File: config.mk
export PLATFORM = sky130hd
export DESIGN_NAME = hid_keyboard_report_builder_unit
export DESIGN_NICKNAME = d
export VERILOG_FILES = /design/src/hw/rtl/hkrb_pkg.sv /design/src/hw/rtl/hid_keyboard_report_builder_unit.sv
export SDC_FILE = /design/constraint.sdc
export NUM_CORES = 1
export LEC_CHECK = 0
export BUFFER_PORTS_ARGS = -buffer_cell sky130_fd_sc_hd__buf_4
export CAP_MARGIN = 20
export CORE_ASPECT_RATIO = 1.2
export CORE_MARGIN = 2
export CORE_UTILIZATION = 50
export CTS_BUF_LIST = sky130_fd_sc_hd__clkbuf_8
export DETAILED_ROUTE_END_ITERATION = 8
export PLACE_DENSITY = 0.7
export SLEW_MARGIN = 20
export SYNTH_ARGS = -nofsm -noshare
export SYNTH_HDL_FRONTEND = slang
export SYNTH_SLANG_ARGS = --single-unit
File: constraint.sdc
create_clock -name clock -period 7.8 [get_ports clock]
set_input_delay 0 -clock clock [delete_from_list [all_inputs] [get_ports clock]]
set_output_delay 0 -clock clock [all_outputs]
set_load 0.01 [all_outputs]
File: src/hw/rtl/hkrb_pkg.sv
`timescale 1ns / 1ps
// ----------------------------------------------------------------------------
// hkrb_pkg
// Types, constants and the character map for the keyboard report builder.
// ----------------------------------------------------------------------------
package hkrb_pkg;

   localparam int unsigned BITMAP_BYTES  = 29;
   localparam logic [4:0]  MOD_INDEX     = 5'd28;
   localparam int unsigned SLOT_COUNT    = 6;
   localparam logic [2:0]  SLOT_LIMIT    = 3'd6;
   localparam logic [7:0]  SHIFT_BIT     = 8'h02;
   localparam logic [7:0]  OVERFLOW_CODE = 8'h01;
   localparam logic [7:0]  UNKNOWN_CODE  = 8'h55;
   localparam logic [7:0]  SPACE_CODE    = 8'h2c;
   localparam logic [7:0]  ENTER_CODE    = 8'h28;

   typedef logic [7:0] byte_type;

   typedef struct packed {
      logic [7:0] code;
      logic [7:0] shift;
   } char_map_type;

   function automatic char_map_type map_char(input logic [7:0] ch);
      char_map_type m;
      m.shift = 8'h00;
      m.code  = UNKNOWN_CODE;
      if (ch >= 8'h61 && ch <= 8'h7a) begin
         m.code = ch - 8'h61 + 8'h04;
      end else if (ch >= 8'h41 && ch <= 8'h5a) begin
         m.code  = ch - 8'h41 + 8'h04;
         m.shift = SHIFT_BIT;
      end else if (ch >= 8'h31 && ch <= 8'h39) begin
         m.code = ch - 8'h31 + 8'h1e;
      end else begin
         case (ch)
            8'h28: begin m.code = 8'h26; m.shift = SHIFT_BIT; end
            8'h29: begin m.code = 8'h27; m.shift = SHIFT_BIT; end
            8'h30: m.code = 8'h27;
            8'h20: m.code = SPACE_CODE;
            8'h5f: begin m.code = 8'h2d; m.shift = SHIFT_BIT; end
            8'h2d: m.code = 8'h2d;
            8'h2b: begin m.code = 8'h2e; m.shift = SHIFT_BIT; end
            8'h3d: m.code = 8'h2e;
            8'h5b: m.code = 8'h2f;
            8'h5d: m.code = 8'h30;
            8'h3b: m.code = 8'h33;
            8'h2c: m.code = 8'h36;
            8'h2e: m.code = 8'h37;
            8'h2f: m.code = 8'h38;
            8'h0a: m.code = ENTER_CODE;
            default: m.code = UNKNOWN_CODE;
         endcase
      end
      return m;
   endfunction

endpackage

File: src/hw/rtl/hid_keyboard_report_builder_unit.sv
`timescale 1ns / 1ps
// ----------------------------------------------------------------------------
// hid_keyboard_report_builder_unit
// Keeps the pressed-key bitmap and builds a six-key boot keyboard report.
// ----------------------------------------------------------------------------
// a request is accepted in ST_IDLE; the 29-byte key bitmap then rotates through
//   the scan head in ST_SCAN, one byte per cycle, and ST_FINISH loads the response
//   into the output register; req_stall stays high until then, one request at a time
// the output register lets the next scan start while a response is stalled
// reset (synchronous) clears the bitmap: no key pressed, no response pending
module hid_keyboard_report_builder_unit (
   input  logic                  clock,
   input  logic                  reset,
   input  logic                  req_valid,
   output logic                  req_stall,
   input  hkrb_pkg::byte_type    req_key_code,
   input  logic                  req_key_release,
   input  logic                  req_char_valid,
   input  hkrb_pkg::byte_type    req_char_code,
   output logic                  rsp_valid,
   input  logic                  rsp_stall,
   output hkrb_pkg::byte_type    rsp_modifier_byte,
   output hkrb_pkg::byte_type    rsp_slot_one,
   output hkrb_pkg::byte_type    rsp_slot_two,
   output hkrb_pkg::byte_type    rsp_slot_three,
   output hkrb_pkg::byte_type    rsp_slot_four,
   output hkrb_pkg::byte_type    rsp_slot_five,
   output hkrb_pkg::byte_type    rsp_slot_six
);
   import hkrb_pkg::*;

   localparam logic [1:0] ST_IDLE   = 2'd0;
   localparam logic [1:0] ST_SCAN   = 2'd1;
   localparam logic [1:0] ST_FINISH = 2'd2;

   logic [1:0]   state_ff;
   logic [4:0]   cnt_ff;
   logic [7:0]   code_ff;
   logic         release_ff;
   logic [7:0]   bitmap_ff [BITMAP_BYTES];
   logic [7:0]   slot_ff   [SLOT_COUNT];
   logic [7:0]   slot_in   [SLOT_COUNT];
   logic [2:0]   used_ff;
   logic [2:0]   used_in;
   logic         ovf_ff;
   logic         ovf_in;
   logic [7:0]   mod_ff;
   logic [7:0]   head_in;
   logic [7:0]   mask;
   logic         hit;
   logic         accept;
   logic         rsp_valid_ff;
   logic [7:0]   rsp_mod_ff;
   logic [7:0]   rsp_slot_ff [SLOT_COUNT];
   char_map_type cmap;

   assign accept    = req_valid && !req_stall;
   assign req_stall = (state_ff != ST_IDLE);
   assign cmap      = map_char(req_char_code);

   // bitmap head update and byte scan into the slots
   always_comb begin
      hit     = (code_ff != 8'h00) && (code_ff[7:3] == cnt_ff);
      mask    = 8'h01 << code_ff[2:0];
      head_in = bitmap_ff[0];
      if (hit) begin
         head_in = release_ff ? (bitmap_ff[0] & ~mask) : (bitmap_ff[0] | mask);
      end
      slot_in = slot_ff;
      used_in = used_ff;
      ovf_in  = ovf_ff;
      if (cnt_ff != MOD_INDEX) begin
         for (int b = 0; b < 8; b++) begin
            if (head_in[b] && !ovf_in) begin
               if (used_in < SLOT_LIMIT) begin
                  slot_in[used_in] = {cnt_ff, 3'(b)};
                  used_in          = used_in + 3'd1;
               end else begin
                  ovf_in = 1'b1;
               end
            end
         end
      end
   end

   always_ff @(posedge clock) begin
      if (reset) begin
         state_ff     <= ST_IDLE;
         cnt_ff       <= 5'd0;
         rsp_valid_ff <= 1'b0;
         used_ff      <= 3'd0;
         ovf_ff       <= 1'b0;
         for (int i = 0; i < BITMAP_BYTES; i++) begin
            bitmap_ff[i] <= 8'h00;
         end
      end else begin
         if (rsp_valid_ff && !rsp_stall && state_ff != ST_FINISH) begin
            rsp_valid_ff <= 1'b0;
         end
         case (state_ff)
            ST_IDLE: begin
               if (accept) begin
                  state_ff   <= ST_SCAN;
                  cnt_ff     <= 5'd0;
                  code_ff    <= req_key_code;
                  release_ff <= req_key_release;
                  ovf_ff     <= 1'b0;
                  for (int s = 1; s < SLOT_COUNT; s++) begin
                     slot_ff[s] <= 8'h00;
                  end
                  if (req_char_valid) begin
                     slot_ff[0] <= cmap.code;
                     mod_ff     <= cmap.shift;
                     used_ff    <= 3'd1;
                  end else begin
                     slot_ff[0] <= 8'h00;
                     mod_ff     <= 8'h00;
                     used_ff    <= 3'd0;
                  end
               end
            end
            ST_SCAN: begin
               // rotate the bitmap so every byte passes the head once
               for (int i = 0; i < BITMAP_BYTES - 1; i++) begin
                  bitmap_ff[i] <= bitmap_ff[i + 1];
               end
               bitmap_ff[BITMAP_BYTES - 1] <= head_in;
               slot_ff <= slot_in;
               used_ff <= used_in;
               ovf_ff  <= ovf_in;
               if (cnt_ff == MOD_INDEX) begin
                  mod_ff   <= mod_ff | head_in;
                  state_ff <= ST_FINISH;
               end else begin
                  cnt_ff   <= cnt_ff + 5'd1;
               end
            end
            ST_FINISH: begin
               if (!rsp_valid_ff || !rsp_stall) begin
                  rsp_valid_ff <= 1'b1;
                  rsp_mod_ff   <= mod_ff;
                  for (int s = 0; s < SLOT_COUNT; s++) begin
                     rsp_slot_ff[s] <= ovf_ff ? OVERFLOW_CODE : slot_ff[s];
                  end
                  state_ff <= ST_IDLE;
               end
            end
            default: state_ff <= ST_IDLE;
         endcase
      end
   end

   assign rsp_valid         = rsp_valid_ff;
   assign rsp_modifier_byte = rsp_mod_ff;
   assign rsp_slot_one      = rsp_slot_ff[0];
   assign rsp_slot_two      = rsp_slot_ff[1];
   assign rsp_slot_three    = rsp_slot_ff[2];
   assign rsp_slot_four     = rsp_slot_ff[3];
   assign rsp_slot_five     = rsp_slot_ff[4];
   assign rsp_slot_six      = rsp_slot_ff[5];

   a_cnt_range: assert property (@(posedge clock) disable iff (reset)
      (state_ff == ST_SCAN) |-> (cnt_ff <= MOD_INDEX))
      else $error("scan counter beyond bitmap");

   a_used_range: assert property (@(posedge clock) disable iff (reset)
      used_ff <= SLOT_LIMIT)
      else $error("slot fill count beyond six");

   a_ovf_full: assert property (@(posedge clock) disable iff (reset)
      ovf_ff |-> (used_ff == SLOT_LIMIT))
      else $error("overflow flagged with free slots");

   a_accept_start: assert property (@(posedge clock) disable iff (reset)
      accept |=> (state_ff == ST_SCAN && cnt_ff == 5'd0))
      else $error("accepted request did not start a scan");

   a_rsp_source: assert property (@(posedge clock) disable iff (reset)
      $rose(rsp_valid_ff) |-> ($past(state_ff) == ST_FINISH))
      else $error("response raised outside finish");

endmodule
==> impl_metrics.csv, run 1 <==
group,metric,value,unit
final_layout,drive_gt1_share,17.5,%
clock_tree,worst_skew_pair.late_latency,0.63,ns
outcome,outcome,"complete, no violations",
pwr,power_frac_seq,42.0,%
route,via_per_inst,5.54,
pwr,clock_power_share,28.5,%
clock_tree,cts_tree,"done",
critical_path,timing.setup.critical_path_class,"register to register",
synth,synth_nets,1464,
pwr,power.ir.vdd_worst,0.151,mV
global_route,globalRouteOverflowTotal,0,
clock_tree,clk_path_buf_depth,3,
route,route.final.wire_length,37.9,mm
route,drtPass1Iterations,5,
synth,syn-mean-instance-area,12.3,um^2
synth,yosysTopAreaCell,"sky130_fd_sc_hd__edfxtp_1",
clock_tree,clk_sinks,365,
synth,yosysSeqAreaShare,61.8,%
global_route,globalRouteMet2Util,32.4,%
timing,tightestPinTransition,0.975,ns
clock_tree,cts_inserted_buffers,56,
flow_run,maxCapViolations,0,
final_layout,filler_cell_count,2876,
final_layout,num_antenna_cells,0,
critical_path,cpPeakStageDelay,0.57,ns
final_layout,seq_area,10800,um^2
critical_path,crit_arrival,7.80,ns
timing,setup_repair_after_global_routing_missed_its_margin,"false",
critical_path,worst_path_max_delay_cell,"sky130_fd_sc_hd__or4_4",
floorplanning,top_level_ports,80,
synth,netlist_top_cells_area,"sky130_fd_sc_hd__edfxtp_1, sky130_fd_sc_hd__and2_1, sky130_fd_sc_hd__nor2b_1",
critical_path,worst_ep_required_time,8.16,ns
floorplanning,die_w,175,um
route,dr_total_vias,11386,
timing,timing.clock.skew,0.0370,ns
placed_design,gp_congestion,0.922,
global_route,grt_antenna_before_repair,0,
timing,timing.final.setup_violations,0,
pwr,cell_internal_pwr,0.00379,W
final_layout,multi_input_area,6350,um^2
timing,finalCriticalPeriod,7.44,ns
pwr,pwr_density_cell,283,nW/um^2
timing,finalHoldViolCount,0,
global_route,grt_max_degree,173,
synth,synth_async_sr_flop_share,0,%
floorplanning,fp.coreArea,34800,um^2
global_route,globalRouteMet3Util,3.37,%
timing,max_freq,0.134,GHz
synth,synth-warning-count,0,
timing,fin_hold_ws,0.0258,ns
critical_path,worst-path-max-fanout,8,
timing,final_max_slew_viol_count,0,
global_route,first_pass_grt_wire_length,59.4,mm
global_route,number_of_global_route_vias_before_repair,11050,
timing,setup_tns_final,0,ns
global_route,global_route.usage.met1,28.8,%
pwr,netSwitchingFraction,33.2,%
floorplanning,die_y,209,um
global_route,total_routing_resource_utilization_after_global_routing,20.5,%
critical_path,crit_top_cell,"sky130_fd_sc_hd__ha_1",
final_layout,nets,1581,
synth,mappedNetlistArea,17500,um^2
min_path,timing.hold.worst.class,"input pin to register",
synth,ys.flop_type,"sky130_fd_sc_hd__edfxtp_1",
synth,post_synth_num_cell_types,102,
synth,netlist.area_leader.share,60.4,%
timing,maxSlewHeadroom,35.0,%
pwr,power_frac_comb,29.6,%
route,dr.first_iter.drc_count,819,
floorplanning,dieArea,36600,um^2
final_layout,syn2layout_area_growth,14.4,%
pwr,power.static_leakage,7.57,nW
timing,layout_worst_path_cycle_share,95.4,%
pwr,totalPowerFinal,0.00567,W
synth,synth_edf_count,353,
critical_path,critical_path.endpoint_type,"register",
clock_tree,cts_htree_levels,2,
pwr,power_switching,0.00188,W
placed_design,hpwlAfterDp,25.2,mm
placed_design,io_buffer_count,79,
route,routed_wire_length_per_instance,18.5,um
clock_tree,cts.reportedPaths.clkPinSlew,0.07,ns
critical_path,worst_setup_path_start_kind,"register",
synth,netlist_instances,1428,
global_route,globalRoute.busiestLayer,"met2",
route,route.antenna.remaining_nets,0,
synth,synth.ff_latch_count,365,
route,drc,0,
floorplanning,initial_utilization,50.4,%
clock_tree,clockRootBuffer,"sky130_fd_sc_hd__clkbuf_8",
floorplanning,placement_rows,75,
synth_stat cells (all sizes together) (6+ instances only):
cell      n
a211oi   12
a21o     11
a21oi    74
a22oi     7
a31oi    15
and2    159
and3      9
buf      20
clkbuf   50
dfxtp    12
edfxtp  353
ha       14
inv      31
mux2i    25
nand2   103
nand2b   11
nand3    24
nand4    17
nand4b    6
nor2     98
nor2b   127
nor3     25
nor3b    10
nor4     13
o211ai   12
o21a      9
o21ai    37
o31ai    20
or2      17
or3      11
or4       6
xnor2    17
cell usage in the layout (no fill, tap or decap), drive strengths merged, types with 37 or more instances in the layout:
master	count
edfxtp	353
and2	159
nor2b	127
buf	114
nand2	103
nor2	98
a21oi	74
clkbuf	60
inv	49
o21ai	37
state kept, by name (all words and copies together), names as in the netlist:
name               flops
bitmap_ff            232
rsp_slot_ff           48
slot_ff               48
code_ff                8
mod_ff                 8
rsp_modifier_byte      8
cnt_ff                 5
used_ff                3
state_ff               2
ovf_ff                 1
release_ff             1
rsp_valid              1
metrics by stage:
step | util [%] | cells | setup WS [ns] | area (um^2)
final | 57.6 | 2054 | 0.358 | 20100
after global routing | 57.6 | 2054 | 0.0122 | 20100
after CTS | 57.3 | 2047 | 0.0396 | 20000
after detailed placement | 53.6 | 1927 | 0.0159 | 18700
after global placement | 53.6 | 1927 | 0.233 | 18700
after floorplan | - | 1428 | 0.568 | 17500
final cells by class:
type | count | share of cell area (%)
well taps | 462 | 2.88
multi-input cells | 962 | 31.7
clock buffers | 60 | 4.12
inverters | 31 | 0.617
flip-flops and latches | 365 | 54.0
clock inverters | 45 | 1.61
repair buffers | 129 | 5.09
cell families (layout without fill, tap and decap cells):
group	after synthesis	after routing	synth area share, %
XOR/XNOR	22	22	1.38
adder cells (fa/ha/maj)	14	14	0.999
AND/OR/NAND/NOR	650	650	21.2
buffers and inverters	101	265	2.41
AO/OA/AOI/OAI	246	246	10.4
multiplexers	30	30	1.86
flip-flops	365	365	61.8
worst paths after layout:
check | start | end | slack [ns] | depth (start not counted)
setup / recovery | code_ff[7] | slot_ff[6] | 0.36 | 29
setup reg to reg | code_ff[7] | slot_ff[6] | 0.36 | 29
hold reg to reg | mod_ff[5] | rsp_modifier_byte[5] | 0.44 | 0
hold / removal | req_char_code[0] | slot_ff[40] | 0.03 | 4
metal layers:
metal | up-vias | routed length (um)
li1 | 5464 | -
met4 | 0 | 965
met3 | 65 | 1890
met1 | 5564 | 17100
met2 | 293 | 18000
met5 | - | 0
power groups by stage:
stage | registers, W | logic (W) | clock network (W)
floorplan | 0.00241 | 0.00123 | 0
detailed placement | 0.00242 | 0.00158 | 0
finish | 0.00238 | 0.00168 | 0.00161
global placement | 0.00242 | 0.00157 | 0
CTS | 0.00238 | 0.00160 | 0.00166
global route | 0.00239 | 0.00182 | 0.00173
worst max-delay path, delay by kind of cell, from the launching register on:
| family | cells | cell delay [ns] |
|---|---|---|
| simple gates | 9 | 2.17 |
| compound gates | 7 | 1.52 |
| fa+ha+maj | 4 | 1.10 |
| mux | 3 | 0.89 |
| xor+xnor | 2 | 0.55 |
| buf+inv | 4 | 0.53 |
| flops | 1 | 0.40 |
timing repair:
action / CTS / global route
gates resized for setup: 0 / 7
hold buffers: 15 / 0
endpoints found under the setup margin: 2 / 51
buffers inserted: 0 / 7
pin swaps: 1 / 6
hold endpoints to repair: 70 / 0
(Power assumes the default switching activity.)
==> run 2, diff against run 1 <==
--- a/config.mk
+++ b/config.mk
@@ -8,7 +8,6 @@
 export BUFFER_PORTS_ARGS = -buffer_cell sky130_fd_sc_hd__buf_4
 export CAP_MARGIN = 20
 export CORE_ASPECT_RATIO = 1.2
-export CORE_MARGIN = 2
 export CORE_UTILIZATION = 50
 export CTS_BUF_LIST = sky130_fd_sc_hd__clkbuf_8
 export DETAILED_ROUTE_END_ITERATION = 8
==> run 2 against run 1 <==
Highest routed layer unchanged; flip-flop and latch count did not move; largest power group unchanged; non-clock buffer count down 3; die area fell by 2.1%; first-iteration DRC count up 25%; final cell count decreased by 0.54%; clock-buffer cell count shrank 4; largest cell class unchanged; via count shrank 0.51%; power is 1.4% lower; combinational power about the same.
==> impl_metrics.csv, run 2 (synthesis results as in run 1) <==
group,metric,value,unit
global_route,total_routing_resource_utilization_after_global_routing,21.3,%
global_route,first_pass_grt_wire_length,60.3,mm
floorplanning,die_y,207,um
pwr,clock_power_share,27.5,%
global_route,grt_max_degree,182,
pwr,power.static_leakage,7.53,nW
critical_path,worst_ep_required_time,8.17,ns
pwr,netSwitchingFraction,33.8,%
floorplanning,placement_rows,74,
critical_path,ff2ff_setup_slack,0.43,ns
critical_path,worst_path_max_delay_cell,"sky130_fd_sc_hd__xnor2_1",
floorplanning,initial_utilization,51.2,%
floorplanning,fp.coreArea,34300,um^2
final_layout,largest_register,"bitmap_ff",
final_layout,num_antenna_cells,0,
critical_path,crit_arrival,7.74,ns
timing,timing.clock.skew,0.0425,ns
timing,finalCriticalPeriod,7.37,ns
timing,max_freq,0.136,GHz
critical_path,critical_path.reg2reg.endpoint,"slot_ff[28]",
outcome,outcome,"complete, no violations",
clock_tree,clockRootBuffer,"sky130_fd_sc_hd__clkbuf_8",
final_layout,layout.cells.most_common,"sky130_fd_sc_hd__edfxtp_1",
route,via_per_inst,5.54,
critical_path,timing.setup.critical_path_class,"register to register",
placed_design,placed_cells_incl_taps,1921,
critical_path,worst-path-max-fanout,6,
floorplanning,top_level_ports,80,
critical_path,crit_top_cell,"sky130_fd_sc_hd__ha_1",
timing,final_max_slew_viol_count,0,
pwr,power_switching,0.00189,W
timing,layout_worst_path_cycle_share,94.5,%
critical_path,critical_path.endpoint_type,"register",
timing,maxSlewHeadroom,25.1,%
placed_design,io_buffer_count,79,
min_path,hold-path-cell-count,4,
final_layout,layout.cells.most_common_list,"sky130_fd_sc_hd__edfxtp_1, sky130_fd_sc_hd__and2_1, sky130_fd_sc_hd__nor2b_1",
pwr,pwr_density_cell,280,nW/um^2
clock_tree,cts_htree_levels,2,
final_layout,syn2layout_area_growth,13.9,%
final_layout,drive_gt1_share,17.3,%
route,drc,0,
clock_tree,worst_skew_pair.late_latency,0.63,ns
global_route,number_of_global_route_vias_before_repair,10921,
floorplanning,die_w,173,um
global_route,grt_antenna_before_repair,0,
route,dr_total_vias,11328,
route,dr.first_iter.drc_count,1021,
critical_path,crit_buf_inv,3,
critical_path,worstSetupStartpoint,"code_ff[7]",
timing,timing.final.setup_violations,0,
clock_tree,clk_path_buf_depth,3,
pwr,power_frac_seq,42.5,%
placed_design,gp_congestion,0.913,
final_layout,leading_registers_by_flop_count,"bitmap_ff x232, rsp_slot_ff x48, slot_ff x48",
critical_path,critical_path.top_delay_family,"simple AND/OR/NAND/NOR gates",
floorplanning,dieArea,35800,um^2
min_path,hold_path_startpoint,"req_char_code[0]",
final_layout,seq_area,10800,um^2
pwr,power.ir.vdd_worst,0.118,mV
pwr,cell_internal_pwr,0.00370,W
final_layout,largest_reg_flops,232,
clock_tree,cts_inserted_buffers,56,
clock_tree,cts_tree,"done",
final_layout,filler_cell_count,2806,
final_layout,multi_input_area,6360,um^2
route,routed_wire_length_per_instance,18.5,um
timing,tightestPinTransition,1.11,ns
placed_design,hpwlAfterDp,25.4,mm
min_path,timing.hold.worst.class,"input pin to register",
route,drtPass1Iterations,5,
route,route.final.wire_length,37.8,mm
route,route.antenna.remaining_nets,0,
pwr,power_frac_comb,30.1,%
timing,setup_tns_final,0,ns
critical_path,timing.critical_path.depth,27,
clock_tree,clk_sinks,365,
final_layout,nets,1578,
critical_path,regToRegStartpoint,"code_ff[7]",
critical_path,ff2ff_path_depth,27,
flow_run,maxCapViolations,0,
clock_tree,cts.reportedPaths.clkPinSlew,0.06,ns
timing,finalHoldViolCount,0,
critical_path,worst_setup_path_start_kind,"register",
critical_path,cpPeakStageDelay,0.59,ns
global_route,globalRouteOverflowTotal,0,
final_layout,stdcell_count,2043,
min_path,hold-path-endpoint,"slot_ff[40]",
run 2: cell count changes in the layout (fill, tap and decap cells not counted), moves of 2 or more:
cell / previous run / this run
sky130_fd_sc_hd__inv_12: 2 / 0
sky130_fd_sc_hd__inv_1: 43 / 40
sky130_fd_sc_hd__clkbuf_8: 60 / 56
sky130_fd_sc_hd__clkinv_2: 10 / 13
sky130_fd_sc_hd__buf_4: 112 / 108
sky130_fd_sc_hd__clkinv_1: 12 / 15
run 2: layout make-up:
cell class | instances | area share [%]
clock buffer | 56 | 3.86
clock inverter | 47 | 1.56
inverter | 31 | 0.620
multi-input combinational | 962 | 31.8
sequential | 365 | 54.3
tap | 456 | 2.86
timing repair buffer | 126 | 5.02
run 2: stage by stage:
step	hold slack (ns)	worst slack, ns	util [%]	instance area (um^2)	power [W]
2_1_floorplan	0.0989	0.568	-	17500	0.00364
3_3_place_gp	0.181	0.302	54.5	18700	0.00401
3_5_place_dp	0.180	0.0409	54.5	18700	0.00402
4_1_cts	0.000745	0.00873	58.1	19900	0.00558
5_1_grt	0.0522	-0.0126	58.3	20000	0.00588
6_report	0.0455	0.429	58.3	20000	0.00559
run 2: power groups by stage:
stage                     Clock [W]  Sequential, W  Combinational [W]
after floorplan                   0        0.00241            0.00123
after global placement            0        0.00241            0.00160
after detailed placement          0        0.00241            0.00160
after CTS                   0.00158        0.00238            0.00162
after global routing        0.00166        0.00239            0.00183
final                       0.00154        0.00237            0.00168
run 2: how the worst max path moves through the flow:
stage,endpoint,slack [ns]
3_3_place_gp,slot_ff[13],0.30
6_report,slot_ff[28],0.43
2_1_floorplan,slot_ff[11],0.57
3_5_place_dp,slot_ff[12],0.04
5_1_grt,slot_ff[29],-0.01
4_1_cts,slot_ff[13],0.009
run 2: repair_timing:
item	CTS	global route
buffers inserted	0	3
hold endpoints to repair	80	0
resized for setup	0	8
hold buffers	16	0
endpoints found under the setup margin	0	51
run 2: tightest hold or removal path, cell delays in order:
cell	delay, ns
sky130_fd_sc_hd__buf_4	0.13
sky130_fd_sc_hd__inv_1	0.14
sky130_fd_sc_hd__o2111ai_1	0.18
sky130_fd_sc_hd__o21ai_1	0.10
run 2: layer usage:
metal	part of all wire, %	GRT usage (%)	vias to the layer above	routed length (um)
met5	0	0	-	0
met4	2.5	6.90	0	954
met3	4.9	3.16	62	1850
met2	47	34.0	315	17900
met1	45	30.0	5506	17100
li1	-	-	5445	-
